File: src/frp_pkg.sv
// Shared types and constants of the FASTQ record parser.
package frp_pkg;

	localparam int MAX_LINE_LEN = 65535;
	localparam int CNT_W = 16;
	localparam int QDEPTH = 4;
	localparam int QAW = $clog2(QDEPTH);

	localparam logic [7:0] RECORD_MARK = 8'h40;
	localparam logic [7:0] SCORE_OFFSET_RESET = 8'd33;

	typedef enum logic [2:0] {
		KIND_NAME  = 3'd0,
		KIND_SEQ   = 3'd1,
		KIND_SCORE = 3'd2,
		KIND_END   = 3'd3,
		KIND_ERROR = 3'd4
	} frp_kind_t;

	typedef enum logic [2:0] {
		ST_OK        = 3'd0,
		ST_NOT_FASTQ = 3'd1,
		ST_NO_NAME   = 3'd2,
		ST_NO_SEQ    = 3'd3,
		ST_NO_SCORES = 3'd4,
		ST_MISMATCH  = 3'd5,
		ST_TOO_LONG  = 3'd6
	} frp_status_t;

	typedef struct packed {
		frp_kind_t   kind;
		logic [7:0]  data;
		frp_status_t status;
	} frp_entry_t;

endpackage

File: src/frp_front.sv
// Front end: record phase tracking, line counters and result classification.
module frp_front import frp_pkg::*; (
	input  logic       clk,
	input  logic       arst_n,
	input  logic       in_valid,
	output logic       in_ready,
	input  logic [7:0] text_byte,
	input  logic       q_full,
	output logic       push,
	output frp_entry_t push_entry
);

	typedef enum logic [2:0] {
		PH_SEEK,
		PH_NAME,
		PH_SEQ,
		PH_COMMENT,
		PH_SCORE
	} phase_t;

	localparam logic [CNT_W-1:0] LIMIT = CNT_W'(MAX_LINE_LEN);

	phase_t           phase_q, phase_d;
	logic [CNT_W-1:0] name_cnt_q, name_cnt_d;
	logic [CNT_W-1:0] seq_cnt_q, seq_cnt_d;
	logic [CNT_W-1:0] score_cnt_q, score_cnt_d;
	logic             accept;
	logic             eol;
	logic             letter;

	assign in_ready = !q_full;
	assign accept = in_valid && in_ready;
	assign eol = (text_byte == 8'h0A) || (text_byte == 8'h00);
	assign letter = ((text_byte >= 8'h41) && (text_byte <= 8'h5A)) ||
			((text_byte >= 8'h61) && (text_byte <= 8'h7A));

	always_comb begin
		logic fail;
		frp_status_t fail_st;
		fail = 1'b0;
		fail_st = ST_OK;
		phase_d = phase_q;
		name_cnt_d = name_cnt_q;
		seq_cnt_d = seq_cnt_q;
		score_cnt_d = score_cnt_q;
		push = 1'b0;
		push_entry.kind = KIND_NAME;
		push_entry.data = text_byte;
		push_entry.status = ST_OK;
		case (phase_q)
			PH_SEEK: begin
				if (text_byte == RECORD_MARK) begin
					phase_d = PH_NAME;
				end else if (letter) begin
					fail = 1'b1;
					fail_st = ST_NOT_FASTQ;
				end
			end
			PH_NAME: begin
				if (eol) begin
					if (name_cnt_q == '0) begin
						fail = 1'b1;
						fail_st = ST_NO_NAME;
					end else begin
						phase_d = PH_SEQ;
					end
				end else if (name_cnt_q >= LIMIT) begin
					fail = 1'b1;
					fail_st = ST_TOO_LONG;
				end else begin
					name_cnt_d = name_cnt_q + 1'b1;
					push = 1'b1;
					push_entry.kind = KIND_NAME;
				end
			end
			PH_SEQ: begin
				if (eol) begin
					if (seq_cnt_q == '0) begin
						fail = 1'b1;
						fail_st = ST_NO_SEQ;
					end else begin
						phase_d = PH_COMMENT;
					end
				end else if (seq_cnt_q >= LIMIT) begin
					fail = 1'b1;
					fail_st = ST_TOO_LONG;
				end else begin
					seq_cnt_d = seq_cnt_q + 1'b1;
					push = 1'b1;
					push_entry.kind = KIND_SEQ;
				end
			end
			PH_COMMENT: begin
				if (eol) begin
					phase_d = PH_SCORE;
				end
			end
			PH_SCORE: begin
				if (eol) begin
					if (score_cnt_q == '0) begin
						fail = 1'b1;
						fail_st = ST_NO_SCORES;
					end else if (score_cnt_q != seq_cnt_q) begin
						fail = 1'b1;
						fail_st = ST_MISMATCH;
					end else begin
						// record end: back to seeking
						phase_d = PH_SEEK;
						name_cnt_d = '0;
						seq_cnt_d = '0;
						score_cnt_d = '0;
						push = 1'b1;
						push_entry.kind = KIND_END;
						push_entry.data = 8'h00;
					end
				end else if (score_cnt_q >= LIMIT) begin
					fail = 1'b1;
					fail_st = ST_TOO_LONG;
				end else begin
					score_cnt_d = score_cnt_q + 1'b1;
					push = 1'b1;
					push_entry.kind = KIND_SCORE;
				end
			end
			default: begin
				phase_d = PH_SEEK;
				name_cnt_d = '0;
				seq_cnt_d = '0;
				score_cnt_d = '0;
			end
		endcase
		if (fail) begin
			phase_d = PH_SEEK;
			name_cnt_d = '0;
			seq_cnt_d = '0;
			score_cnt_d = '0;
			push = 1'b1;
			push_entry.kind = KIND_ERROR;
			push_entry.data = 8'h00;
			push_entry.status = fail_st;
		end
		push = push && accept;
	end

	always_ff @(posedge clk or negedge arst_n) begin
		if (!arst_n) begin
			phase_q <= PH_SEEK;
			name_cnt_q <= '0;
			seq_cnt_q <= '0;
			score_cnt_q <= '0;
		end else if (accept) begin
			phase_q <= phase_d;
			name_cnt_q <= name_cnt_d;
			seq_cnt_q <= seq_cnt_d;
			score_cnt_q <= score_cnt_d;
		end
	end

endmodule

File: src/frp_queue.sv
// Short result queue between the front end and the output stage.
module frp_queue import frp_pkg::*; (
	input  logic       clk,
	input  logic       arst_n,
	input  logic       push,
	input  frp_entry_t push_entry,
	output logic       full,
	input  logic       pop,
	output logic       q_valid,
	output frp_entry_t head_entry
);

	frp_entry_t     slot_q [QDEPTH];
	logic [QAW-1:0] wr_ptr_q;
	logic [QAW-1:0] rd_ptr_q;
	logic [QAW:0]   count_q;

	assign full = (count_q == (QAW+1)'(QDEPTH));
	assign q_valid = (count_q != '0);
	assign head_entry = slot_q[rd_ptr_q];

	always_ff @(posedge clk) begin
		if (push) begin
			slot_q[wr_ptr_q] <= push_entry;
		end
	end

	always_ff @(posedge clk or negedge arst_n) begin
		if (!arst_n) begin
			wr_ptr_q <= '0;
			rd_ptr_q <= '0;
			count_q <= '0;
		end else begin
			if (push) begin
				wr_ptr_q <= wr_ptr_q + 1'b1;
			end
			if (pop) begin
				rd_ptr_q <= rd_ptr_q + 1'b1;
			end
			case ({push, pop})
				2'b10: count_q <= count_q + 1'b1;
				2'b01: count_q <= count_q - 1'b1;
				default: count_q <= count_q;
			endcase
		end
	end

endmodule

File: src/frp_back.sv
// Back end: score conversion, offset register and output register.
module frp_back import frp_pkg::*; (
	input  logic       clk,
	input  logic       arst_n,
	input  logic       cfg_valid,
	output logic       cfg_ready,
	input  logic [7:0] cfg_data,
	input  logic       q_valid,
	input  frp_entry_t head_entry,
	output logic       pop,
	output logic       out_valid,
	input  logic       out_ready,
	output logic [2:0] item_kind,
	output logic [7:0] data_byte,
	output logic [2:0] status
);

	logic [7:0] score_offset_q;
	logic       out_valid_q;
	frp_entry_t out_q;
	logic [7:0] conv_byte;

	assign cfg_ready = 1'b1;
	assign pop = q_valid && (!out_valid_q || out_ready);
	assign conv_byte = (head_entry.kind == KIND_SCORE) ?
			(head_entry.data - score_offset_q) : head_entry.data;

	assign out_valid = out_valid_q;
	assign item_kind = out_q.kind;
	assign data_byte = out_q.data;
	assign status = out_q.status;

	always_ff @(posedge clk or negedge arst_n) begin
		if (!arst_n) begin
			score_offset_q <= SCORE_OFFSET_RESET;
		end else if (cfg_valid && cfg_ready) begin
			score_offset_q <= cfg_data;
		end
	end

	always_ff @(posedge clk or negedge arst_n) begin
		if (!arst_n) begin
			out_valid_q <= 1'b0;
		end else if (pop) begin
			out_valid_q <= 1'b1;
		end else if (out_ready) begin
			out_valid_q <= 1'b0;
		end
	end

	// load the next transaction whenever the register is free or drained
	always_ff @(posedge clk) begin
		if (pop) begin
			out_q.kind <= head_entry.kind;
			out_q.data <= conv_byte;
			out_q.status <= head_entry.status;
		end
	end

endmodule

File: src/fastq_record_parser.sv
// FASTQ record parser top level: front end, result queue and output stage.
// Throughput: one text byte per cycle while the result queue is not full (in_ready is low when it is full).
// A result passes through a queue slot write, then the output register load, before it shows
// on the output; bytes without a result leave nothing.
// A four-entry queue lets the front keep accepting while the output is stalled.
// Reset: seeking '@', counters zero, queue and output empty, score_offset 33.
module fastq_record_parser import frp_pkg::*; (
	input  logic       clk,
	input  logic       arst_n,
	input  logic       cfg_valid,
	output logic       cfg_ready,
	input  logic [7:0] cfg_data,
	input  logic       in_valid,
	output logic       in_ready,
	input  logic [7:0] text_byte,
	output logic       out_valid,
	input  logic       out_ready,
	output logic [2:0] item_kind,
	output logic [7:0] data_byte,
	output logic [2:0] status
);

	logic       push;
	frp_entry_t push_entry;
	logic       q_full;
	logic       pop;
	logic       q_valid;
	frp_entry_t head_entry;

	frp_front u_front (
		.clk        (clk),
		.arst_n     (arst_n),
		.in_valid   (in_valid),
		.in_ready   (in_ready),
		.text_byte  (text_byte),
		.q_full     (q_full),
		.push       (push),
		.push_entry (push_entry)
	);

	frp_queue u_queue (
		.clk        (clk),
		.arst_n     (arst_n),
		.push       (push),
		.push_entry (push_entry),
		.full       (q_full),
		.pop        (pop),
		.q_valid    (q_valid),
		.head_entry (head_entry)
	);

	frp_back u_back (
		.clk        (clk),
		.arst_n     (arst_n),
		.cfg_valid  (cfg_valid),
		.cfg_ready  (cfg_ready),
		.cfg_data   (cfg_data),
		.q_valid    (q_valid),
		.head_entry (head_entry),
		.pop        (pop),
		.out_valid  (out_valid),
		.out_ready  (out_ready),
		.item_kind  (item_kind),
		.data_byte  (data_byte),
		.status     (status)
	);

endmodule
File: config.mk
export PLATFORM = sky130hd
export DESIGN_NAME = fastq_record_parser
export DESIGN_NICKNAME = d
export VERILOG_FILES = /design/src/frp_pkg.sv /design/src/frp_front.sv /design/src/frp_queue.sv /design/src/frp_back.sv /design/src/fastq_record_parser.sv
export SDC_FILE = /design/constraint.sdc
export NUM_CORES = 1
export LEC_CHECK = 0
export BUFFER_PORTS_ARGS = -buffer_cell sky130_fd_sc_hd__buf_2
export CORE_ASPECT_RATIO = 1.2
export CORE_UTILIZATION = 35
export CTS_CLUSTER_DIAMETER = 100
export CTS_CLUSTER_SIZE = 24
export DETAILED_ROUTE_END_ITERATION = 8
export PLACE_DENSITY = 0.61
export SYNTH_ARGS = -nofsm -noshare
export SYNTH_HDL_FRONTEND = slang
export SYNTH_SLANG_ARGS = --single-unit
export TNS_END_PERCENT = 5
File: constraint.sdc
create_clock -name clk -period 6.9 [get_ports clk]
set_clock_uncertainty 0.15 [all_clocks]
set_input_delay 1.38 -clock clk [delete_from_list [all_inputs] [get_ports clk]]
set_output_delay 1.38 -clock clk [all_outputs]
set_load 0.03 [all_outputs]
==> qor.log <==
[status] outcome finished, final reports clean
[finish] final cell area excluding filler cells 0.00825 mm^2
[synth] average size of a mapped cell 10.9 um^2
[placed_design] placement-stage worst setup slack 1.98 ns
[floorplan] die boundary height 159 um
[floorplan] starting density of the core 0.356
[global_route] total routing resource utilization after global routing 0.158
[worst_setup_path] Worst path max stage delay 0.69 ns
[global_route] number of antenna violations at the first check in global routing 0
[synth] most frequent cells after synthesis edfxtp_1, dfrtp_1, o21ai_0, nand2_1, nor2_1
[worst_setup_path] slowest cell on the critical path or4_1
[clock_network] clock latency of the later-clocked register in the worst-skew pair 0.43 ns
[synth] number of flops mapped to enable cells by yosys 70
[drt] routed length per instance 16.4 um
[sta] fin crit share 0.650
[sta] max-slew violation count 0
[placed_design] half-perimeter wire length of the detailed placement result 10.9 mm
[worst_setup_path] Setup CP Type input pin to flop
[worst_setup_path] cell type with the highest occurrence count on the critical path nor2_1
[clock_network] hold bufs inserted after CTS 0
[power_and_ir_drop] maximum vdd drop 0.204 mV
[finish] Syn-to-layout area delta 14.3%
[sta] Relative slew margins 0.357
[worst_setup_path] capturing point of the worst reg2reg path u_queue.count_q[2]
[global_route] maximum number of pins on one net before global-route repair 68
[synth] Syn Nets 701
[drt] DRT Wirelength 15.8 mm
[global_route] first-pass GRT wire length 26.4 mm
[drt] antenna-violating nets left 0
[global_route] via count of the first global-routing pass 5,078
[worst_setup_path] Critical Path Start Type input pin
[power_and_ir_drop] Static Leakage 3.23 nW
[floorplan] number of I/O pins 38
[drt] Remaining DRCs 0
[drt] vias 5,196
[placed_design] Final GP Congestion 0.815
[synth] post-synth cell types 63
[sta] setup_tns 0 ns
[synth] post-synthesis register bit count 137
[clock_network] clock-pin slew reported for the worst setup and hold paths after clock tree synthesis 0.06 ns
[worst_setup_path] data required time at the worst endpoint 7.06 ns
[job] max-cap violation count 0
[synth] synth warn 0
[sta] RSZ-0062 raised after global routing false
[min_path] end point of the worst hold path u_queue.count_q[2]
[clock_network] Setup Fix Bufs, Post-CTS 0
[sta] slew at the pin with the worst max-slew slack 0.965 ns
[worst_setup_path] Register-to-Register Path Depth 13
[min_path] startpoint of the worst hold path u_queue.count_q[2]
[synth] top flip-flop cell by instance count after synthesis edfxtp_1
[floorplan] Die ar. 0.0212 mm^2
[worst_setup_path] crit path max fanout 7
[clock_network] htree depth 4
[synth] cell count after synthesis 660
[sta] count of endpoints failing setup in the final report 0
[finish] antenna diode count 0
[min_path] path class of the lowest-slack min-delay path flop to flop
[synth] share of synthesized area occupied by flip-flops and latches 0.524
[synth] proportion of netlist area held by the largest area contributor 0.291
[synth] share of synthesized flip-flops with an asynchronous set or reset 0.489
[sta] hold violation total from the final report 0
[synth] leading cell types by total area after synthesis edfxtp_1, dfrtp_1, mux4_2, o21ai_0, ha_1
[floorplan] horizontal extent of the die 133 um
[worst_setup_path] origin of the critical flop-to-flop path u_front.seq_cnt_q[1]
[worst_setup_path] Arr. time, crit path 4.64 ns
[clock_network] sink count of the clock tree 137
[worst_setup_path] cells along the critical path buf_2, or3_4, or4_1, nor3_4, nor2_1, a31oi_1, inv_1, ha_1, fa_1, xnor2_1, nor2_1, xor2_1
[floorplan] Site Rows 57
[placed_design] cell area reported after detailed placement 0.00764 mm^2
[floorplan] placeable core region 0.0203 mm^2
[synth] Syn Std Cell Area 0.00722 mm^2
[clock_network] cts repair resizes 0
[clock_network] clock tree from TritonCTS built
[drt] detailed router's first-iteration violation count 347
[worst_setup_path] endpoint type of the worst setup path flop
[finish] fraction of final layout cells with drive strength greater than 1 0.165
[clock_network] number of clock buffers inserted by TritonCTS 17
[clock_network] clock buffer depth 2
[sta] Final Critical Period 4.48 ns
[power_and_ir_drop] ratio of total power to cell area 400 mW/mm^2
[finish] Final #Nets 726
[sta] Max Clock Freq 0.223 GHz
[synth] most frequent cell after synthesis edfxtp_1
[worst_setup_path] worst setup path startpoint text_byte[0]
[placed_design] Buffers on Ports 36
[sta] smallest setup slack after layout 2.42 ns
[drt] Vias per Instance 5.40
[worst_setup_path] flop2flop setup slack 2.85 ns
[drt] 1st-pass router iterations 5
[synth] library cell with the largest summed area after synthesis edfxtp_1
[clock_network] Root Driver clkbuf_16
[min_path] hold path depth 1
[global_route] remaining global-route overflow 0
stage by stage:
stage / total power, mW / hold slack, ns / utilization / instances
final: 3.30 / 0.345 / 0.408 / 963
after global routing: 3.51 / 0.357 / 0.408 / 963
after CTS: 3.34 / 0.346 / 0.408 / 963
after detailed placement: 2.38 / 0.334 / 0.377 / 931
after global placement: 2.37 / 0.336 / 0.377 / 931
after floorplan: 2.06 / 0.314 / - / 660
registers in the layout (all words and copies together), names as in the netlist, 2 cells and up:
name and cells:
u_queue.slot_q 56, u_front.name_cnt_q 16, u_front.score_cnt_q 16, u_front.seq_cnt_q 16, u_back.data_byte 8, u_back.score_offset_q 8
u_back.item_kind 3, u_back.status 3, u_front.phase_q 3, u_queue.count_q 3, u_queue.rd_ptr_q 2, u_queue.wr_ptr_q 2
power breakdown:
part	switching, mW	leakage [nW]	internal [mW]
registers	0.111	1.54	1.07
logic	0.703	1.40	0.471
clock network	0.364	0.289	0.584
total	1.18	3.23	2.13
worst max path at each step:
| stage | end |
|---|---|
| after floorplan | u_queue.count_q[2] |
| after global placement | u_queue.count_q[2] |
| after detailed placement | u_queue.count_q[2] |
| after CTS | u_queue.count_q[2] |
| after global routing | u_queue.count_q[2] |
| final | u_queue.count_q[2] |
layout by cell type, fill, tap and decap left out, drive strengths merged, types with 15 or more instances in the layout:
cell type	netlist	routed
o21ai	49	49
dfrtp	65	65
xnor2	18	18
nand2	46	46
xor2	21	21
ha	18	18
nand3	32	32
and3	22	22
inv	28	31
nor2	42	42
nor3	23	23
nor4	15	15
nand4	18	18
edfxtp	70	70
buf	11	44
clkbuf	27	20
cell families (layout without fill, tap and decap cells):
kind of cell,Yosys count,count (layout),synth area share
AND/OR/NAND/NOR,244,244,0.178
flip-flops,137,137,0.524
AO/OA/AOI/OAI,126,126,0.115
buffers and inverters,66,104,0.0364
XOR/XNOR,39,39,0.0473
multiplexers,27,27,0.0617
adder cells (fa/ha/maj),20,20,0.0367
other,1,1,0.000519
worst max-delay path: cells and delay by family:
family          cells  cell delay [ns]
compound gates      1             0.51
simple gates        5             1.59
fa+ha+maj           2             0.63
buf+inv             2             0.21
xor+xnor            2             0.30
final cells by class:
cell class | instances | area (um^2)
fill | 1930 | 12000
sequential | 137 | 3780
multi-input combinational | 457 | 3180
clock buffer | 20 | 447
tap | 265 | 332
timing repair buffer | 44 | 243
clock inverter | 12 | 168
inverter | 28 | 105
per-layer routing:
layer,routed length (um),global-route usage,vias to the layer above,part of all wire
met5,0,0,-,0
met1,6780,0.189,2558,0.43
met2,8150,0.276,109,0.51
li1,-,-,2503,-
met4,335,0.0651,0,0.021
met3,568,0.0331,26,0.036
Note: power is estimated with default switching activity, not from simulation.
